`src/sv/gn3_rmul.sv`:
```
// Registered signed multiply with round-half-up to FRAC_BITS fractional bits.
module gn3_rmul #(
    parameter int unsigned FRAC_BITS = 16,
    parameter int unsigned AW = 20,
    parameter int unsigned BW = 20,
    parameter int unsigned RW = 24
) (
    input  logic                 i_clk,
    input  logic                 i_en,
    input  logic signed [AW-1:0] i_a,
    input  logic signed [BW-1:0] i_b,
    output logic signed [RW-1:0] o_p
);
    localparam int unsigned PW = AW + BW;
    localparam logic signed [PW-1:0] Half = PW'(1) <<< (FRAC_BITS - 1);
    logic signed [PW-1:0] w_prod;
    logic signed [PW-1:0] w_sh;
    logic signed [RW-1:0] r_p;

    assign w_prod = (PW'(i_a) * PW'(i_b)) + Half;
    assign w_sh   = w_prod >>> FRAC_BITS;

    always_ff @(posedge i_clk) begin
        if (i_en) begin
            r_p <= w_sh[RW-1:0];
        end
    end
    assign o_p = r_p;
endmodule

```
`config.mk`:
```
export PLATFORM = sky130hd
export DESIGN_NAME = gn3_rmul
export DESIGN_NICKNAME = d
export VERILOG_FILES = /design/src/sv/gn3_rmul.sv
export SDC_FILE = /design/constraint.sdc
export NUM_CORES = 1
export LEC_CHECK = 0
export BUFFER_PORTS_ARGS = -buffer_cell sky130_fd_sc_hd__buf_4
export CORE_MARGIN = 10
export CORE_UTILIZATION = 45
export CTS_BUF_LIST = sky130_fd_sc_hd__clkbuf_16
export DETAILED_ROUTE_END_ITERATION = 8
export GPL_ROUTABILITY_DRIVEN = 0
export GPL_TIMING_DRIVEN = 0
export PLACE_DENSITY = 0.75
export SYNTH_ARGS = -nofsm -noshare
export SYNTH_HDL_FRONTEND = slang
export SYNTH_SLANG_ARGS = --single-unit
```
`constraint.sdc`:
```
create_clock -name i_clk -period 7.2 [get_ports i_clk]
set_input_delay 0.36 -clock i_clk [delete_from_list [all_inputs] [get_ports i_clk]]
set_output_delay 0.36 -clock i_clk [all_outputs]
set_load 0.02 [all_outputs]
```
Word-level counts from Yosys, hierarchy flattened
Cells that the tools add are included.
{ "totals": {"reg_bits": 24, "output_inout_bits": 24} }
{ "op_classes": {"add_sub_neg": 1, "multipliers": 1} }
{ "op_table": {"columns": ["cell", "n"], "rows": [
  ["$add A40 B17 Y40 const B", 1],
  ["$mul A20 B20 Y40", 1]
]} }

Logic depth before layout (Yosys ltp)
Gate-level depths: netlist of the first run.
{ "depth": {"depth_word": 2, "mapped_depth": 26, "depth_no_buf": 25} }

Worst setup path after synthesis of the first run
Ideal clock, no wire load.
{ "synth_timing": {"path_kind": "input to register", "from": "input port i_a[19]", "to": "register r_p[22], in the netlist o_p[22] (data pin)", "setup_time_ps": 260, "t_arrival_ps": 6745, "t_required_ps": 6940, "setup_slack_ps": 195, "cell_stages": 22, "path_buffers": 1, "path_cell_list": "clkbuf_1 > nand2_1 > fa_1 > fa_1 > inv_1 > fa_1 > inv_1 > fa_1 > inv_1 > fa_1 > fa_1 > inv_1 > fa_1 > inv_1 > ha_1 > a21oi_1 > nand2_1 > or3_1 > o31a_1 > a221o_1 > a311oi_2 > xnor2_1"} }
{ "synth_via": {"elab_chain_cells": 2} }
{ "synth_rtl": {"columns": ["element", "line_no", "rtl"], "rows": [
  ["from (decl)", "10", "input logic signed [AW-1:0] i_a,"],
  ["$mul A20 B20 Y40", "20", "assign w_prod = (PW'(i_a) * PW'(i_b)) + Half;"],
  ["$add A40 B17 Y40", "20", null],
  ["via w_prod[38]", "16", "logic signed [PW-1:0] w_prod;"],
  ["to (signal assigned)", "25", "r_p <= w_sh[RW-1:0];"],
  ["to (decl)", "18", "logic signed [RW-1:0] r_p;"]
]} }
The timed path passes the listed nets, and every way through them passes these cells.
A chain may end at the register's enable or synchronous reset.

Worst setup path in the final report of the first run
{ "layout_timing": {"from": "input port i_b[19]", "to": "register r_p[22], in the netlist o_p[22] (data pin)"} }
{ "layout_via": {"elab_chain_cells": 2} }
{ "layout_rtl": {"columns": ["element", "line_no", "rtl"], "rows": [
  ["from (decl)", "11", "input logic signed [BW-1:0] i_b,"],
  ["$mul A20 B20 Y40", "20", null],
  ["$add A40 B17 Y40", "20", null],
  ["via w_prod[38]", "16", null]
]} }
The timed path passes the listed nets, and every way through them passes these cells.

==> results of run 1 <==
[metrics by stage]
step | TNS, ns | worst slack [ns]
2_1_floorplan | 0 | 0.195
6_report | 0 | 0.166
5_1_grt | -0.0819 | -0.0765
4_1_cts | 0 | 0.00205
3_3_place_gp | -4.91 | -0.702
3_5_place_dp | -5.58 | -0.741
[cells in the final DEF, fill, tap and decap left out, types with 6 or more instances in the layout]
cell	count
and3_1	6
nand3_1	9
buf_4	36
clkbuf_1	26
nand2_1	168
nand2b_1	6
xnor2_1	27
clkbuf_2	39
fa_1	417
a21o_1	13
buf_2	6
nand4_1	6
xor2_1	10
nor2_1	20
a21oi_1	25
and2_1	220
inv_1	436
o21ai_0	8
edfxtp_1	24
ha_1	102
[metal layers]
layer  share of wire  global-route usage
met4           0.060               0.102
met3           0.090              0.0475
met2            0.49               0.346
met1            0.36               0.242
met5               0                   0
[final cells by class]
| type | count | share of cell area |
|---|---|---|
| Buffer | 75 | 0.0215 |
| Inverter | 438 | 0.100 |
| Antenna cell | 1 | 0.000152 |
| Tap cell | 448 | 0.0341 |
| Multi-Input combinational cell | 1074 | 0.779 |
| Timing Repair Buffer | 36 | 0.0165 |
| Clock buffer | 3 | 0.00457 |
| Sequential cell | 24 | 0.0439 |
[worst max-delay path: cells and delay by family]
| family | cells | cell delay [ns] |
|---|---|---|
| AO/OA/AOI/OAI | 6 | 1.58 |
| XOR/XNOR | 1 | 0.10 |
| buffers and inverters | 4 | 0.57 |
| adder cells (fa/ha/maj) | 8 | 3.77 |
| AND/OR/NAND/NOR | 3 | 0.66 |
[path summary, 6_finish.rpt]
path                  cells past startpoint  endpoint
worst max-delay path                     22   o_p[22]
worst min-delay path                      1    o_p[7]
[logic make-up (layout without fill, tap and decap cells)]
group | after synthesis | in the layout
xor+xnor | 37 | 37
other cells | 0 | 1
fa+ha+maj | 522 | 522
compound gates | 67 | 67
flops | 24 | 24
simple gates | 448 | 448
buf+inv | 515 | 552
[repair_timing]
action / in CTS / in global routing
hold buffers: 0 / 0
pin swaps: 0 / 1
endpoints found under the setup margin: 8 / 9
cloned: 0 / 0
setup buffers: 0 / 6
gates resized for setup: 17 / 93
==> impl_results.md, run 1 <==
- Synth async-reset ratio: 0
- Top achievable clock speed: 142 MHz
- Slew Limit Fails: 0
- Design area: 16400 µm²
- Mapped Area: 15400 µm²
- HP Start: i_en
- I/O Buffers: 30
- Synth Area in Adders: 0.628
- Initial antenna violation count: 0
- Cell Area, Placed: 16200 µm²
- Status: complete, no violations
- Final min period: 7.03 ns
- Slowest stage delay, CP: 0.56 ns
- Nets: 2216
- Synth Flop Type: edfxtp_1
- Fin crit share: 0.977
- Max cap viols: 0
- H-tree depth: 1
- Synthesis-stage register bit count: 24
- Die Area: 42100 µm²
- Starting Density: 0.457
- Core footprint: 33700 µm²
- Synth cell count leaders: 438 x inv_1, 420 x fa_1, 220 x and2_1
- Worst path cell trace: buf_4, clkinvlp_4, nor2_1, fa_1, fa_1, fa_1, fa_1, fa_1, fa_1, inv_1, fa_1, inv_1, ha_1, a21o_1, a21o_1, a21oi_1, nor2b_1, or3_1, o31a_1, a221o_2, a311oi_2, xnor2_1
- Clock Root Buffer: clkbuf_16
- Most frequent cell after synthesis: inv_1
- Critical path launch point type: primary input
- Sequential share of the synthesized area: 0.0468
- Area grow syn2layout: 6.50%
- Slowest-stage cell, CP: fa_1
- Drc violations: 0
- Simple-gate share of the synthesized area: 0.150
- Final setup viols: 0
- DP HPWL: 34900 µm
- Sequential cell area: 721 µm²
- Num CTS Buffers: 3
- Gate Count Post-Synth: 1613
- Synth warn: 0
- Final hold vios: 0
- CTS tree: done
- Largest net degree at the start of global routing: 25
- Site Rows: 67
- RSZ-0062 raised after global routing: true
- Clk sink count: 24
- Number of I/O pins: 66
- Leading area contributor after synthesis: fa_1
- Hold Path Class: in2reg
- Share of cells above drive strength 1: 0.0624
- Max reg flops: 24
- Initial DRT Pass Iterations: 7
- Routed len/inst: 19.3 µm
- Fillers: 3145
- Initial DRC count: 666
- Via density: 5.22
- Grt ovf: 0
- Post-synthesis mux area share: 0
- Largest family of logic cells by synthesized area: adder cells
- Fin util: 0.487
- Required time of the critical path: 7.21 ns
- Die X: 205 µm
- Critical path capture point type: flop
- Number of global-route vias before repair: 12700
- Actual slew at the worst max-slew pin: 0.871 ns
- Syn avg cell area: 9.56 µm²
- Number of synthesized flops with an enable pin: 24
- First-pass GRT wire length: 66900 µm
- Finished Layout Cells: 2099
- Footprint of the multi-input gates: 12800 µm²
- Worst path arrival time: 7.05 ns
- Cells after DPL: 2091
- Crit. Startpoint: i_b[19]
- Height of the chip: 205 µm
- Worst-path clk slew: 0.06 ns
- Synth Area in Compound Gates: 0.0284
- Top cell type's share of synthesized area: 0.546
- CTS max path bufs: 2
- Tot GR Track Use: 0.205
- Hold slack final: 0.533 ns
- Worst Setup Path Type: in2reg
- Syn_nets: 2177
- Via count: 11000
- Slew margin rel.: 0.419
- Cell mode on critical path: fa_1
- Post-Synth XOR/XNOR Area: 0.0210
- Largest cells by area after synthesis: fa_1 55%, inv_1 11%, and2_1 8.9%, ha_1 8.3%, edfxtp_1 4.7%
- DRT antenna net count: 0
- WL final: 40600 µm
- CP max FO: 12
- Distinct cell type count after synthesis: 37
Power of run 1 is left out: the tool's default activity adds up to more than one toggle a clock period on the data nets, which glitch-free logic cannot reach.
==> run 2, diff against run 1 <==
CORE_UTILIZATION = 60   (was 45)
PLACE_DENSITY = 0.92   (was 0.75)
==> run 2 against run 1 <==
Effect of this change:
- critical endpoint is now o_p[23]
- count of clock-buffer cells in the layout stayed put
- cell area fell by 0.21%
- final cell count down 5.4%
- fmax is 0.15% lower
- worst setup slack worse by 0.011 ns
- critical path depth shrank 1
- non-clock buffer count increased by 4
- utilization increased by 16 points
- via count grew 2.9%
- global-route usage is 5.1 points higher
- worst hold slack worse by 0.010 ns
==> impl_results.md, run 2 (synthesis results as in run 1) <==
- Status: complete, no violations (unchanged)
- CTS max path bufs: 2 (unchanged)
- Max reg flops: 24 (unchanged)
- Crit. Startpoint: i_b[4] (was i_b[19])
- Fin crit share: 0.978 (was 0.977)
- First-pass GRT wire length: 66200 µm (was 66900 µm)
- Footprint of the multi-input gates: 12800 µm² (about the same)
- Top achievable clock speed: 142 MHz (about the same)
- Worst path cell trace: clkbuf_1, and2_1, fa_1, fa_1, inv_1, fa_1, inv_1, fa_1, fa_1, fa_1, inv_1, fa_1, inv_1, ha_1, nand4_1, or2_2, a311oi_1, o31a_1, a221o_2, a211oi_2, xnor2_1 (was buf_4, clkinvlp_4, nor2_1, fa_1, fa_1, fa_1, fa_1, fa_1, fa_1, inv_1, fa_1, inv_1, ha_1, a21o_1, a21o_1, a21oi_1, nor2b_1, or3_1, o31a_1, a221o_2, a311oi_2, xnor2_1)
- Tot GR Track Use: 0.256 (was 0.205)
- Slowest-stage cell, CP: a311oi_1 (was fa_1)
- DP HPWL: 34800 µm (was 34900 µm)
- Die X: 180 µm (was 205 µm)
- Core footprint: 25300 µm² (was 33700 µm²)
- Share of cells above drive strength 1: 0.0731 (was 0.0624)
- I/O Buffers: 30 (unchanged)
- WL final: 40900 µm (was 40600 µm)
- Fin util: 0.649 (was 0.487)
- Slowest stage delay, CP: 0.56 ns (about the same)
- Required time of the critical path: 7.27 ns (was 7.21 ns)
- Cell mode on critical path: fa_1 (unchanged)
- Die Area: 32500 µm² (was 42100 µm²)
- Setup crit end: o_p[23] (was o_p[22])
- Initial antenna violation count: 1 (was 0)
- Actual slew at the worst max-slew pin: 0.971 ns (was 0.871 ns)
- Slew margin rel.: 0.352 (was 0.419)
- Final min period: 7.05 ns (was 7.03 ns)
- DR WL met2: 20100 µm (was 19800 µm)
- Clk sink count: 24 (unchanged)
- Number of global-route vias before repair: 13200 (was 12700)
- Starting Density: 0.610 (was 0.457)
- Nets: 2220 (was 2216)
- Via count: 11300 (was 11000)
- WL met3: 4470 µm (was 3670 µm)
- Slew Limit Fails: 0 (unchanged)
- Critical path launch point type: primary input (unchanged)
- Max layer used: met5 (was met4)
- Drc violations: 0 (unchanged)
- H-tree depth: 1 (unchanged)
- Area grow syn2layout: 6.28% (was 6.50%)
- Initial DRC count: 980 (was 666)
- Sequential cell area: 721 µm² (unchanged)
- Worst-path clk slew: 0.07 ns (was 0.06 ns)
- Final setup viols: 0 (unchanged)
- CTS tree: done (unchanged)
- Number of I/O pins: 66 (unchanged)
- Via density: 5.68 (was 5.22)
- Largest net degree at the start of global routing: 25 (unchanged)
- Clock Root Buffer: clkbuf_16 (unchanged)
- Fillers: 1831 (was 3145)
- Commonest non-fill, non-tap cell in the layout: inv_1 (unchanged)
- Commonest cells after routing, fill and taps aside: 435 x inv_1, 416 x fa_1, 220 x and2_1 (was 436 x inv_1, 417 x fa_1, 220 x and2_1)
- Max cap viols: 0 (unchanged)
- Grt ovf: 0 (unchanged)
- CP max FO: 10 (was 12)
- Hold Path Class: in2reg (unchanged)
- Height of the chip: 180 µm (was 205 µm)
- Num CTS Buffers: 3 (unchanged)
- Met1 WL: 13300 µm (was 14700 µm)
- Routed len/inst: 20.6 µm (was 19.3 µm)
- Site Rows: 58 (was 67)
- Critical path capture point type: flop (unchanged)
- Number of antenna diodes: 0 (was 1)
- Final hold vios: 0 (unchanged)
- Initial DRT Pass Iterations: 7 (unchanged)
- DRT antenna net count: 0 (unchanged)
- Worst Setup Path Type: in2reg (unchanged)
- Worst path arrival time: 7.12 ns (was 7.05 ns)
==> run 2: layout make-up <==
cell class	instances	area share
Clock buffer	3	0.00458
Inverter	438	0.101
Timing Repair Buffer	40	0.0183
Buffer	75	0.0231
Multi-Input combinational cell	1074	0.782
Sequential cell	24	0.0440
Tap cell	330	0.0252
Clock inverter	1	0.00183
==> run 2: per-layer routing <==
layer	vias to the layer above	global-route usage
li1	4672	-
met5	-	0
met2	697	0.432
met1	5692	0.280
met4	2	0.159
met3	221	0.0743
==> run 2: what timing repair did <==
action                                  CTS  global route
setup buffers                             6             4
resized for setup                        21           119
hold buffers                              0             0
pin swaps                                 2             6
endpoints found under the setup margin    9             8
==> run 2: worst max-delay path: cells and delay by family <==
kind	cells	cell delay, ns
buffers and inverters	5	0.65
XOR/XNOR	1	0.26
AND/OR/NAND/NOR	3	0.79
adder cells (fa/ha/maj)	8	3.71
AO/OA/AOI/OAI	4	1.33
==> run 2: worst min-delay path by stage <==
| stage | start | end | slack (ns) | cells past startpoint |
|---|---|---|---|---|
| after CTS | i_en | o_p[6] | 0.53 | 1 |
| after floorplan | i_en | o_p[0] | 0.47 | 0 |
| after global placement | o_p[0] | o_p[0] | 0.79 | 1 |
| final | i_en | o_p[6] | 0.52 | 1 |
| after global routing | i_en | o_p[6] | 0.53 | 1 |
| after detailed placement | o_p[6] | o_p[6] | 0.79 | 1 |
==> run 2: metrics by stage <==
| stage | std cells | setup WS (ns) | TNS, ns | instance area (µm²) | hold WS, ns |
|---|---|---|---|---|---|
| floorplan | 1613 | 0.195 | 0 | 15400 | 0.472 |
| global placement | 1973 | -0.861 | -5.20 | 16100 | 0.793 |
| detailed placement | 1973 | -1.06 | -7.36 | 16100 | 0.793 |
| CTS | 1983 | 0.000554 | 0 | 16200 | 0.527 |
| global route | 1985 | -0.0291 | -0.0986 | 16400 | 0.534 |
| finish | 1985 | 0.155 | 0 | 16400 | 0.523 |
Power of run 2 is left out for the same reason.
